--- config.mk ---
export PLATFORM = sky130hd
export DESIGN_NAME = sprite_frame_animator
export DESIGN_NICKNAME = d
export VERILOG_FILES = /design/src/sv/sfa_pkg.sv /design/src/sv/sprite_frame_animator.sv /design/src/sv/sfa_cfg_regs.sv /design/src/sv/sfa_anim_core.sv /design/src/sv/sfa_sheet_pos.sv
export SDC_FILE = /design/constraint.sdc
export NUM_CORES = 1
export LEC_CHECK = 0
export BUFFER_PORTS_ARGS = -buffer_cell sky130_fd_sc_hd__buf_2
export CAP_MARGIN = 20
export CORE_MARGIN = 3
export CORE_UTILIZATION = 60
export DETAILED_ROUTE_END_ITERATION = 10
export HOLD_SLACK_MARGIN = 0.05
export PLACE_DENSITY = 0.8
export SYNTH_ARGS = -nofsm -noshare
export SYNTH_HDL_FRONTEND = slang
export SYNTH_SLANG_ARGS = --single-unit
--- constraint.sdc ---
create_clock -name clk_i -period 14.3 [get_ports clk_i]
set_input_delay 1.43 -clock clk_i [delete_from_list [all_inputs] [get_ports clk_i]]
set_output_delay 1.43 -clock clk_i [all_outputs]
set_load 0.01 [all_outputs]
--- src/sv/sfa_pkg.sv ---
// Shared types and codes for the sprite frame animator.
// No dependencies; used by every design module of the block.
package sfa_pkg;

  localparam int MODE_COUNT = 5;
  localparam int MODE_BITS  = 3;

  typedef enum logic [MODE_BITS-1:0] {
    MODE_IDLE    = 3'd0,
    MODE_WALKING = 3'd1,
    MODE_JUMPING = 3'd2,
    MODE_BRAKING = 3'd3,
    MODE_DEAD    = 3'd4
  } mode_e;

  typedef enum logic {
    CMD_SET_MODE = 1'b0,
    CMD_TICK     = 1'b1
  } cmd_e;

  // One frame range register: last frame in the upper byte.
  typedef struct packed {
    logic [7:0] last;
    logic [7:0] first;
  } range_t;

  // Frame stage result handed to the position stage.
  typedef struct packed {
    logic [7:0] frame;
    logic [7:0] quot;
    logic       changed;
  } frame_t;

endpackage

--- src/sv/sprite_frame_animator.sv ---
// Sprite frame animator: one item per clock, mode set or time tick, one result
// per item, offered once it has passed through the input, frame and result
// registers. The range registers are read live and written through
// cfg_we_i/cfg_idx_i/cfg_data_i (index 0 idle to 4 dead); write them while no
// item is in flight. Throughput is one item per cycle; s_axis_tready drops only
// when all three stages hold items and m_axis_tready is low. Depends on sfa_pkg
// and the sfa_ modules.
module sprite_frame_animator #(
  parameter int TICKS_PER_STEP   = 8,
  parameter int TILES_PER_ROW    = 8,
  parameter int TILE_WIDTH       = 32,
  parameter int TILE_HEIGHT      = 32,
  parameter int FRAME_INDEX_BITS = 8
) (
  input  logic                          clk_i,
  input  logic                          rst_ni,
  input  logic                          s_axis_tvalid,
  output logic                          s_axis_tready,
  input  logic [7:0]                    s_axis_tdata,  // [2:0] new_mode
  input  logic                          s_axis_tuser,  // [0] cmd
  output logic                          m_axis_tvalid,
  input  logic                          m_axis_tready,
  // [7:0] frame_index, [15:8] sheet_x, [25:16] sheet_y, [26] frame_changed
  output logic [31:0]                   m_axis_tdata,
  input  logic                          cfg_we_i,
  input  logic [sfa_pkg::MODE_BITS-1:0] cfg_idx_i,
  input  logic [15:0]                   cfg_data_i
);

  sfa_pkg::range_t               ranges [sfa_pkg::MODE_COUNT];
  logic                          a_valid_q;
  logic                          a_cmd_q;
  logic [sfa_pkg::MODE_BITS-1:0] a_mode_q;
  logic                          ready_b;
  logic                          ready_c;
  logic                          b_valid;
  sfa_pkg::frame_t               b_data;

  assign s_axis_tready = !a_valid_q || ready_b;

  always_ff @(posedge clk_i or negedge rst_ni) begin
    if (!rst_ni) begin
      a_valid_q <= 1'b0;
    end else if (s_axis_tready) begin
      a_valid_q <= s_axis_tvalid;
    end
  end

  always_ff @(posedge clk_i) begin
    if (s_axis_tready && s_axis_tvalid) begin
      a_cmd_q  <= s_axis_tuser;
      a_mode_q <= s_axis_tdata[sfa_pkg::MODE_BITS-1:0];
    end
  end

  sfa_cfg_regs u_cfg (
    .clk_i,
    .rst_ni,
    .cfg_we_i,
    .cfg_idx_i,
    .cfg_data_i,
    .ranges_o (ranges)
  );

  sfa_anim_core #(
    .TICKS_PER_STEP   (TICKS_PER_STEP),
    .TILES_PER_ROW    (TILES_PER_ROW),
    .FRAME_INDEX_BITS (FRAME_INDEX_BITS)
  ) u_core (
    .clk_i,
    .rst_ni,
    .a_valid_i (a_valid_q),
    .a_cmd_i   (a_cmd_q),
    .a_mode_i  (a_mode_q),
    .ranges_i  (ranges),
    .ready_c_i (ready_c),
    .ready_b_o (ready_b),
    .b_valid_o (b_valid),
    .b_data_o  (b_data)
  );

  sfa_sheet_pos #(
    .TILES_PER_ROW (TILES_PER_ROW),
    .TILE_WIDTH    (TILE_WIDTH),
    .TILE_HEIGHT   (TILE_HEIGHT)
  ) u_pos (
    .clk_i,
    .rst_ni,
    .b_valid_i (b_valid),
    .b_data_i  (b_data),
    .ready_c_o (ready_c),
    .m_valid_o (m_axis_tvalid),
    .m_ready_i (m_axis_tready),
    .m_data_o  (m_axis_tdata)
  );

endmodule

--- src/sv/sfa_cfg_regs.sv ---
// Frame range registers, one per animation mode, behind a plain write port.
// Depends on sfa_pkg.
module sfa_cfg_regs (
  input  logic                                  clk_i,
  input  logic                                  rst_ni,
  input  logic                                  cfg_we_i,
  input  logic [sfa_pkg::MODE_BITS-1:0]         cfg_idx_i,
  input  logic [15:0]                           cfg_data_i,
  output sfa_pkg::range_t                       ranges_o [sfa_pkg::MODE_COUNT]
);

  sfa_pkg::range_t ranges_q [sfa_pkg::MODE_COUNT];

  always_ff @(posedge clk_i or negedge rst_ni) begin
    if (!rst_ni) begin
      for (int i = 0; i < sfa_pkg::MODE_COUNT; i++) begin
        ranges_q[i] <= '0;
      end
    end else if (cfg_we_i && (cfg_idx_i < sfa_pkg::MODE_BITS'(sfa_pkg::MODE_COUNT))) begin
      ranges_q[cfg_idx_i] <= sfa_pkg::range_t'(cfg_data_i);
    end
  end

  assign ranges_o = ranges_q;

endmodule

--- src/sv/sfa_anim_core.sv ---
// Animation state (mode, tick timer, frame offset, shown frame) and the frame
// register stage. Depends on sfa_pkg.
module sfa_anim_core #(
  parameter int TICKS_PER_STEP   = 8,
  parameter int TILES_PER_ROW    = 8,
  parameter int FRAME_INDEX_BITS = 8
) (
  input  logic                          clk_i,
  input  logic                          rst_ni,
  input  logic                          a_valid_i,
  input  logic                          a_cmd_i,
  input  logic [sfa_pkg::MODE_BITS-1:0] a_mode_i,
  input  sfa_pkg::range_t               ranges_i [sfa_pkg::MODE_COUNT],
  input  logic                          ready_c_i,
  output logic                          ready_b_o,
  output logic                          b_valid_o,
  output sfa_pkg::frame_t               b_data_o
);

  localparam int TickBits = (TICKS_PER_STEP > 1) ? $clog2(TICKS_PER_STEP) : 1;
  localparam logic [TickBits-1:0] TickLast = TickBits'(TICKS_PER_STEP - 1);
  localparam int FrameBits = (FRAME_INDEX_BITS < 8) ? FRAME_INDEX_BITS : 8;
  localparam logic [7:0] FrameMask = 8'((1 << FrameBits) - 1);
  // Reciprocal for the row number; exact for 8-bit frames.
  localparam int RecipVal = (65536 + TILES_PER_ROW - 1) / TILES_PER_ROW;
  localparam logic [16:0] Recip = 17'(RecipVal);

  sfa_pkg::mode_e        mode_q, mode_d;
  logic [TickBits-1:0]   tick_q, tick_d;
  logic [7:0]            offset_q, offset_d;
  logic [7:0]            shown_q;
  logic                  b_valid_q;
  sfa_pkg::frame_t       b_data_q;

  sfa_pkg::range_t       sel;
  logic [8:0]            range_len;
  logic [8:0]            next_off;
  logic [8:0]            sum;
  logic [7:0]            frame;
  logic [24:0]           quot_prod;
  logic                  advance;

  assign ready_b_o = !b_valid_q || ready_c_i;
  assign advance   = a_valid_i && ready_b_o;

  always_comb begin
    mode_d   = mode_q;
    tick_d   = tick_q;
    offset_d = offset_q;
    next_off = {1'b0, offset_q} + 9'd1;
    if (a_cmd_i == sfa_pkg::CMD_SET_MODE) begin
      if ((a_mode_i < sfa_pkg::MODE_BITS'(sfa_pkg::MODE_COUNT)) && (a_mode_i != mode_q)) begin
        mode_d   = sfa_pkg::mode_e'(a_mode_i);
        offset_d = '0;
        tick_d   = '0;
      end
    end
    // A tick keeps the mode, so the range of the new mode serves both paths.
    sel       = ranges_i[mode_d];
    range_len = (sel.last >= sel.first) ? ({1'b0, sel.last} - {1'b0, sel.first} + 9'd1)
                                        : 9'd1;
    if (a_cmd_i == sfa_pkg::CMD_TICK) begin
      if (tick_q == TickLast) begin
        tick_d   = '0;
        offset_d = (next_off >= range_len) ? 8'd0 : next_off[7:0];
      end else begin
        tick_d = tick_q + TickBits'(1);
      end
    end
    sum       = {1'b0, sel.first} + {1'b0, offset_d};
    frame     = sum[7:0] & FrameMask;
    quot_prod = 25'(frame) * 25'(Recip);
  end

  always_ff @(posedge clk_i or negedge rst_ni) begin
    if (!rst_ni) begin
      mode_q    <= sfa_pkg::MODE_IDLE;
      tick_q    <= '0;
      offset_q  <= '0;
      shown_q   <= '0;
      b_valid_q <= 1'b0;
    end else begin
      if (ready_b_o) begin
        b_valid_q <= a_valid_i;
      end
      if (advance) begin
        mode_q   <= mode_d;
        tick_q   <= tick_d;
        offset_q <= offset_d;
        shown_q  <= frame;
      end
    end
  end

  always_ff @(posedge clk_i) begin
    if (advance) begin
      b_data_q.frame   <= frame;
      b_data_q.quot    <= quot_prod[23:16];
      b_data_q.changed <= (frame != shown_q);
    end
  end

  assign b_valid_o = b_valid_q;
  assign b_data_o  = b_data_q;

endmodule

--- src/sv/sfa_sheet_pos.sv ---
// Sheet pixel position of a frame and the result register stage.
// Depends on sfa_pkg.
module sfa_sheet_pos #(
  parameter int TILES_PER_ROW = 8,
  parameter int TILE_WIDTH    = 32,
  parameter int TILE_HEIGHT   = 32
) (
  input  logic            clk_i,
  input  logic            rst_ni,
  input  logic            b_valid_i,
  input  sfa_pkg::frame_t b_data_i,
  output logic            ready_c_o,
  output logic            m_valid_o,
  input  logic            m_ready_i,
  output logic [31:0]     m_data_o
);

  logic        c_valid_q;
  logic [31:0] c_data_q;
  logic [15:0] row_base;
  logic [7:0]  col;
  logic [19:0] x_prod;
  logic [19:0] y_prod;

  assign ready_c_o = !c_valid_q || m_ready_i;

  always_comb begin
    row_base = 16'(b_data_i.quot) * 16'(TILES_PER_ROW);
    col      = b_data_i.frame - row_base[7:0];
    x_prod   = 20'(col) * 20'(TILE_WIDTH);
    y_prod   = 20'(b_data_i.quot) * 20'(TILE_HEIGHT);
  end

  always_ff @(posedge clk_i or negedge rst_ni) begin
    if (!rst_ni) begin
      c_valid_q <= 1'b0;
    end else if (ready_c_o) begin
      c_valid_q <= b_valid_i;
    end
  end

  always_ff @(posedge clk_i) begin
    if (ready_c_o && b_valid_i) begin
      c_data_q <= {5'd0, b_data_i.changed, y_prod[9:0], x_prod[7:0], b_data_i.frame};
    end
  end

  assign m_valid_o = c_valid_q;
  assign m_data_o  = c_data_q;

endmodule

# After elaboration in Yosys (flattened, before gate mapping)
# Cells that the tools add are included.
[totals] in_bits=33 word_cells=72 out_inout_bits=34 reg_bits=140
[op_classes] bitwise=2 muxes=17 eq_ne=3 reduce_logical=14 addsub=6 order_cmp=7
[op_table] op="bitwise mux 80 bit" n=1
[op_table] op="binary-select mux 16 bit (select 3 bit)" n=1
[op_table] op="demux 16 bit (select 3 bit)" n=1
[op_table] op="2-to-1 mux 16 bit" n=3
[op_table] op="2-to-1 mux 8 bit" n=5
[op_table] op="2-to-1 mux 3 bit" n=5
[op_table] op="adder 8 x 1 -> 9 bit (second input constant)" n=1
[op_table] op="adder 9 x 1 -> 9 bit (second input constant)" n=1
[op_table] op="greater-or-equal comparator 9 bit" n=1
[op_table] op="2-to-1 mux 9 bit" n=1
[op_table] op="subtractor 8 x 8 -> 9 bit" n=1
[op_table] op="adder 8 bit" n=1
[op_table] op="greater-or-equal comparator 4 bit (second input constant)" n=2
[op_table] op="greater-or-equal comparator 8 bit" n=1
[op_table] op="!= test 8 bit" n=1
[op_table] op="NOT 3 -> 4 bit" n=2
[op_table] op="logical AND 1 bit" n=6
[op_table] op="< comparator 3 bit (second input constant)" n=2
[op_table] op="< comparator 4 x 1 -> 1 bit (second input constant)" n=1
[op_table] op="adder 3 x 1 -> 3 bit (second input constant)" n=1
[op_table] op="== test 3 bit (second input constant)" n=1
[op_table] op="zero test 1 bit" n=3
[op_table] op="logical OR 1 bit" n=3
[op_table] op="!= test 3 bit" n=1
[op_table] op="3 further kinds" n=3

# Logic depth before layout (Yosys ltp)
[depth] depth_word=17 ltp_mapped=37 mapped_depth_nobuf=33

# Cells and area by module
# From an unflattened synthesis, not the netlist that was laid out.
[unflattened] hier_cells=568 area_unflattened_um2=7241.9
[modules_own_cells] mod="sfa_anim_core" seq_area_each_um2=845.8 instances=1 cells_each=350 area_per_inst_um2=3325.7
[modules_own_cells] mod="sfa_cfg_regs" seq_area_each_um2=2001.9 instances=1 cells_each=173 area_per_inst_um2=3129.3
[modules_own_cells] mod="sfa_sheet_pos" seq_area_each_um2=445.4 instances=1 cells_each=37 area_per_inst_um2=613.1
[modules_own_cells] mod="sprite_frame_animator" seq_area_each_um2=145.1 instances=1 cells_each=8 area_per_inst_um2=173.9

# Worst setup path after synthesis
# Ideal clock, no wire load.
[synth_timing] path_kind="register to register" start="reg a_mode_q[2] (netlist name)" end="reg u_core.b_data_q, in the netlist u_core.b_data_o[0], data pin" setup_ps=264 period_less_slack_ps=6710 arrival_ps=6446 n_path_buf=4 stages_incl_launch_ff=35 setup_slack_ps=7590 t_required_ps=14036 path_cell_list="edfxtp_1 nor2_1 a2bb2oi_1 buf_2 buf_2 buf_2 mux2i_1 o21ai_1 a22oi_1 ha_1 inv_1 ha_1 inv_1 fa_1 o21bai_1 a21oi_1 o21bai_1 a21oi_1 xnor2_1 nand2_1 ha_1 and2_1 a2111oi_0 o211ai_1 clkbuf_1 a21boi_1 ha_1 inv_1 fa_1 nand2b_1 a21o_1 a21oi_1 a21oi_1 nor4_1 nand3_1"
[synth_via] elab_chain_cells=17 elab_cells_between_ends=21 cone_classes="add/sub (3); order compare (3); eq/ne (2); mux (11); bitwise (1); reduce/logical (1)"
[synth_lines] element="start, declared" line="sprite_frame_animator.sv:33" source="logic [sfa_pkg::MODE_BITS-1:0] a_mode_q;"
[synth_lines] element="start signal, assigned" line="sprite_frame_animator.sv:52" source="a_mode_q <= s_axis_tdata[sfa_pkg::MODE_BITS-1:0];"
[synth_lines] element="< comparator 3 bit / != test 3 bit (equally long branches)" line="sfa_anim_core.sv:52" source="if ((a_mode_i < sfa_pkg::MODE_BITS'(sfa_pkg::MODE_COUNT)) && (a_mode_i != mode_q)) begin"
[synth_lines] element="logical AND 1 bit" line="sfa_anim_core.sv:52"
[synth_lines] element="2-to-1 mux 3 bit" line="sfa_anim_core.sv:52"
[synth_lines] element="2-to-1 mux 3 bit" line="sfa_anim_core.sv:51" source="if (a_cmd_i == sfa_pkg::CMD_SET_MODE) begin"
[synth_lines] element="NOT 3 -> 4 bit (not written as such)" line="sfa_anim_core.sv:59" source="sel = ranges_i[mode_d];"
[synth_lines] element="binary-select mux 16 bit (select 3 bit)" line="sfa_anim_core.sv:59"
[synth_lines] element="2-to-1 mux 16 bit (not written as such) (2 in series)" line="sfa_anim_core.sv:59"
[synth_lines] element="subtractor 8 x 8 -> 9 bit" line="sfa_anim_core.sv:60" source="range_len = (sel.last >= sel.first) ? ({1'b0, sel.last} - {1'b0, sel.first} + 9'd1)"
[synth_lines] element="adder 9 x 1 -> 9 bit" line="sfa_anim_core.sv:60"
[synth_lines] element="2-to-1 mux 9 bit" line="sfa_anim_core.sv:60"
[synth_lines] element="greater-or-equal comparator 9 bit" line="sfa_anim_core.sv:65" source="offset_d = (next_off >= range_len) ? 8'd0 : next_off[7:0];"
[synth_lines] element="2-to-1 mux 8 bit" line="sfa_anim_core.sv:65"
[synth_lines] element="2-to-1 mux 8 bit" line="sfa_anim_core.sv:63" source="if (tick_q == TickLast) begin"
[synth_lines] element="2-to-1 mux 8 bit (*)" line="sfa_anim_core.sv:62" source="if (a_cmd_i == sfa_pkg::CMD_TICK) begin"
[synth_lines] element="net u_core.offset_d[0]" line="sfa_anim_core.sv:30" source="logic [7:0] offset_q, offset_d;"
[synth_lines] element="adder 8 bit (*)" line="sfa_anim_core.sv:70" source="sum = {1'b0, sel.first} + {1'b0, offset_d};"
[synth_lines] element="!= test 8 bit (*)" line="sfa_anim_core.sv:99" source="b_data_q.changed <= (frame != shown_q);"
[synth_lines] element="end, declared" line="sfa_anim_core.sv:33" source="sfa_pkg::frame_t b_data_q;"
# The timed path passes the listed nets; every way through them passes the cells marked *. The select of a mux whose other input is x is not followed.
# A chain may end at the register's enable or synchronous reset.

# Final worst setup path
[layout_timing] start="reg a_cmd_q" end="reg u_core.b_data_q, in the netlist u_core.b_data_o[0], data pin"
[layout_via] elab_chain_cells=14 elab_cells_between_ends=16 cone_classes="add/sub (3); order compare (2); eq/ne (1); mux (9); bitwise (1)"
[layout_lines] element="start, declared" line="sprite_frame_animator.sv:32" source="logic a_cmd_q;"
[layout_lines] element="start signal, assigned" line="sprite_frame_animator.sv:51" source="a_cmd_q <= s_axis_tuser;"
[layout_lines] element="2-to-1 mux 3 bit" line="sfa_anim_core.sv:51"
[layout_lines] element="NOT 3 -> 4 bit (not written as such)" line="sfa_anim_core.sv:59"
[layout_lines] element="binary-select mux 16 bit (select 3 bit)" line="sfa_anim_core.sv:59"
[layout_lines] element="2-to-1 mux 16 bit (not written as such) (2 in series)" line="sfa_anim_core.sv:59"
[layout_lines] element="subtractor 8 x 8 -> 9 bit" line="sfa_anim_core.sv:60"
[layout_lines] element="adder 9 x 1 -> 9 bit" line="sfa_anim_core.sv:60"
[layout_lines] element="2-to-1 mux 9 bit" line="sfa_anim_core.sv:60"
[layout_lines] element="greater-or-equal comparator 9 bit" line="sfa_anim_core.sv:65"
[layout_lines] element="2-to-1 mux 8 bit" line="sfa_anim_core.sv:65"
[layout_lines] element="2-to-1 mux 8 bit" line="sfa_anim_core.sv:63"
[layout_lines] element="2-to-1 mux 8 bit (*)" line="sfa_anim_core.sv:62"
[layout_lines] element="net u_core.offset_d[5]" line="sfa_anim_core.sv:30"
[layout_lines] element="adder 8 bit (*)" line="sfa_anim_core.sv:70"
[layout_lines] element="!= test 8 bit (*)" line="sfa_anim_core.sv:99"
# Marked as above.

==> summary.md <==
| Metric | Value |
|---|---|
| Setup violators final | `0` |
| Die area | `approximately 13000 µm²` |
| Initial core utilization | `between 60% and 70%` |
| CTS sink count | `127` |
| Layout fillers | `842` |
| DP Cell Count | `809` |
| Core area | `11600 µm²` |
| Num rows | `39` |
| Layout cells sized above 1 | `28.2%` |
| H-tree Lvls | `4` |
| Crit path arrival time | `8.59 ns` |
| Largest family of logic cells by synthesized area | `multiplexers` |
| Hold-fix buffers, CTS | `0` |
| Cells after Synth | `647` |
| Post-cts sizing count | `0` |
| Overall power | `1.54 mW` |
| Crit path time final | `between 8 and 9 ns` |
| Hold crit path type | `reg2reg` |
| WP buf/inv | `4` |
| Final Cycle Share | `between 50% and 60%` |
| Area of the multi-input gates | `3620 µm²` |
| Final wirelength | `about 15000 µm` |
| Design area | `8130 µm²` |
| Largest stage delay, worst path | `0.81 ns` |
| Ys flop type | `dfrtp_1` |
| Final ANT Viol Nets | `0` |
| Mux cell area share after synthesis | `17.5%` |
| Slew Limit Fails | `0` |
| Status | `finished clean` |
| Area growth from synthesis to layout | `13.0%` |
| First-pass GRT wire length | `25400 µm` |
| Top cell by count, worst path | `ha_1` |
| Synth Register Bits | `127` |
| Final core occ | `70.3%` |
| Overflow after GRT | `0` |
| Inserted Diodes | `0` |
| Post-synthesis compound-gate area fraction | `10.6%` |
| Setup TNS | `0 ns` |
| Die Wd | `116 µm` |
| Final Wtd Congestion | `0.913` |
| Post-Syn Area per Cell | `11.1 µm²` |
| Largest net degree at the start of global routing | `74` |
| Cell area after synthesis | `7200 µm²` |
| Critical path's top delay family | `compound AO/OA/AOI/OAI gates` |
| Fin cells | `842` |
| Power per cell area | `189 nW/µm²` |
| Total number of vias | `4979` |
| Post-CTS Setup Inserts | `0` |
| Synth Area in Simple Gates | `10.1%` |
| Fin nets | `760` |
| Clk slew on worst S/H paths | `approximately 0.050 ns` |
| Tot GR Track Use | `between 20 and 25%` |
| Total CTS buffers | `17` |
| WP data required | `about 14 ns` |
| VDD IR max | `around 0.12 mV` |
| CTS tree | `done` |
| # DRC | `0` |
| Wire length per cell | `17.6 µm` |
| DP Area | `roughly 7500 µm²` |
| Crit Path Class | `reg2reg` |
| Cell variety after synth | `slightly below 60` |
| RSZ-0062 raised after global routing | `no` |
| Worst setup SP type | `flop` |
| Hold Vio Cnt, Final | `0` |
| Worst slew pin tran | `1.02 ns` |
| Clock Latency Late Sink | `between 0.4 and 0.5 ns` |
| Post-Synth Adder-Cell Area | `approximately 7.7%` |
| Reg area | `3290 µm²` |
| Max_cap viols | `0` |
| DR pass1 iterations | `5` |
| Antenna violations before repair | `0` |
| Vias in the first global route | `5365` |
| Max Clk Rate | `0.119 GHz` |
| Slew headroom | `a little under a third` |
| Vias/cell | `5.91` |
| Seq/Total Area, Yosys | `45.7%` |
| Leak | `3.68 nW` |
| Post-Synth XOR/XNOR Area | `3.13%` |
| Port Buf Inserts | `46` |
| # IOs | `67` |
| Async SR Flop Fraction | `82.7%` |
| Die height | `116 µm` |
| Clk buf depth | `2` |
| YS warnings | `0` |
| Clk root buf | `clkbuf_16` |
| Number of synthesized flops with an enable pin | `22` |
| Max FO, Critical Path | `29` |
| Final HPWL DP | `10100 µm` |
| CP max stage cell | `o211ai_1` |
| Initial drt markers | `331` |
| Crit end category | `flop` |
| Max Clock Skew | `slightly above 0.009 ns` |
[registers in the layout, indices dropped and copies added, names as in the netlist]
signal and flops:
a_valid_q 1, u_core.b_valid_o 1, a_cmd_q 1, u_core.tick_q 3, u_pos.m_data_o 9, u_pos.m_valid_o 1, u_core.b_data_o 9, u_core.offset_q 8
u_core.shown_q 8, a_mode_q 3, u_core.mode_q 3, u_cfg.ranges_o 80
[final timing paths]
kind                                startpoint                  to  slack, ns  cells past startpoint
max                                    a_cmd_q  u_core.b_data_o[0]       5.86                     34
min                        u_core.b_data_o[12]  u_pos.m_data_o[21]       0.42                      0
max reg2reg                            a_cmd_q  u_core.b_data_o[0]       5.86                     34
min reg2reg                u_core.b_data_o[12]  u_pos.m_data_o[21]       0.42                      0
max in group asynchronous               rst_ni  u_cfg.ranges_o[65]      12.09                      2
min in group asynchronous               rst_ni  u_core.offset_q[6]       0.95                      1
[final cells by class]
type / count / area share [%]
multi-input cells: 458 / 44.6
flip-flops and latches: 127 / 40.4
clock inverters: 10 / 1.48
inverters: 26 / 1.20
repair buffers: 56 / 3.88
well taps: 143 / 2.20
clock buffers: 22 / 6.23
[placed cells by master (no fill, tap or decap), types with 3 or more instances in the layout]
cell type	synthesis	routed
nor3_1	12	10
a21o_1	7	7
inv_2	9	9
nand2b_1	16	16
xor2_1	7	7
ha_1	36	36
a21oi_1	19	19
inv_1	16	16
xnor2_1	16	16
a22oi_1	4	4
and3_1	5	5
mux2_2	89	89
clkinv_4	0	3
and2_1	4	4
fa_1	5	5
o21ai_0	17	17
edfxtp_1	22	22
buf_2	5	45
nand2_1	72	72
o21bai_1	4	3
mux2i_1	20	20
o211ai_1	3	3
a32o_1	6	6
dfrtp_1	105	105
a31oi_1	3	3
nand3_1	14	14
conb_1	1	15
mux2_1	5	5
buf_4	23	10
clkbuf_16	0	19
a22o_1	13	13
nor2_1	14	14
o21ai_1	20	20
o31ai_1	3	3
nand3b_1	3	3
[cell usage after synthesis (4+ instances only)]
cell type	instances	area, µm²
clkbuf_1	22	82.6
mux2_1	5	56.3
a22oi_1	4	30.0
o21ai_1	20	100
buf_4	23	173
mux2_2	89	1000
inv_2	9	33.8
mux2i_1	20	200
edfxtp_1	22	661
dfrtp_1	105	2630
xnor2_1	16	140
inv_1	16	60.1
a21o_1	7	52.6
a22o_1	13	114
nand2_1	72	270
a21oi_1	19	95.1
fa_1	5	100
o21bai_1	4	30.0
and3_1	5	31.3
and2_1	4	25.0
nand3_1	14	70.1
xor2_1	7	61.3
buf_2	5	25.0
nor2_1	14	52.6
ha_1	36	450
o21ai_0	17	85.1
nor3_1	12	60.1
a32o_1	6	60.1
nand2b_1	16	100
[metal layers]
layer  up-vias  part of all wire [%]  global-route usage [%]
met2       119                    51                    43.6
li1       2354                     -                       -
met1      2469                    42                    28.6
met3        37                   4.6                    5.85
met5         -                     0                       0
met4         0                   2.6                    9.47
[kinds of logic (layout without fill, tap and decap cells)]
logic type | count (synthesis) | count (layout)
compound gates | 112 | 112
xor+xnor | 24 | 24
fa+ha+maj | 41 | 41
buf+inv | 76 | 114
flops | 127 | 127
mux | 114 | 114
other cells | 1 | 15
simple gates | 152 | 152
[stage by stage]
stage	worst slack, ns	hold WS (ns)
2_1_floorplan	7.59	0.400
3_5_place_dp	6.05	0.405
6_report	5.86	0.418
5_1_grt	5.21	0.425
4_1_cts	6.00	0.419
3_3_place_gp	6.20	0.403
[where the power goes]
group	switching [mW]	internal, mW	total [mW]	leakage [nW]
Clock	0.160	0.288	0.448	0.312
Sequential	0.0489	0.453	0.502	1.49
Combinational	0.316	0.271	0.587	1.87
Total	0.525	1.01	1.54	3.68
Power figures use the tool's default switching activity.
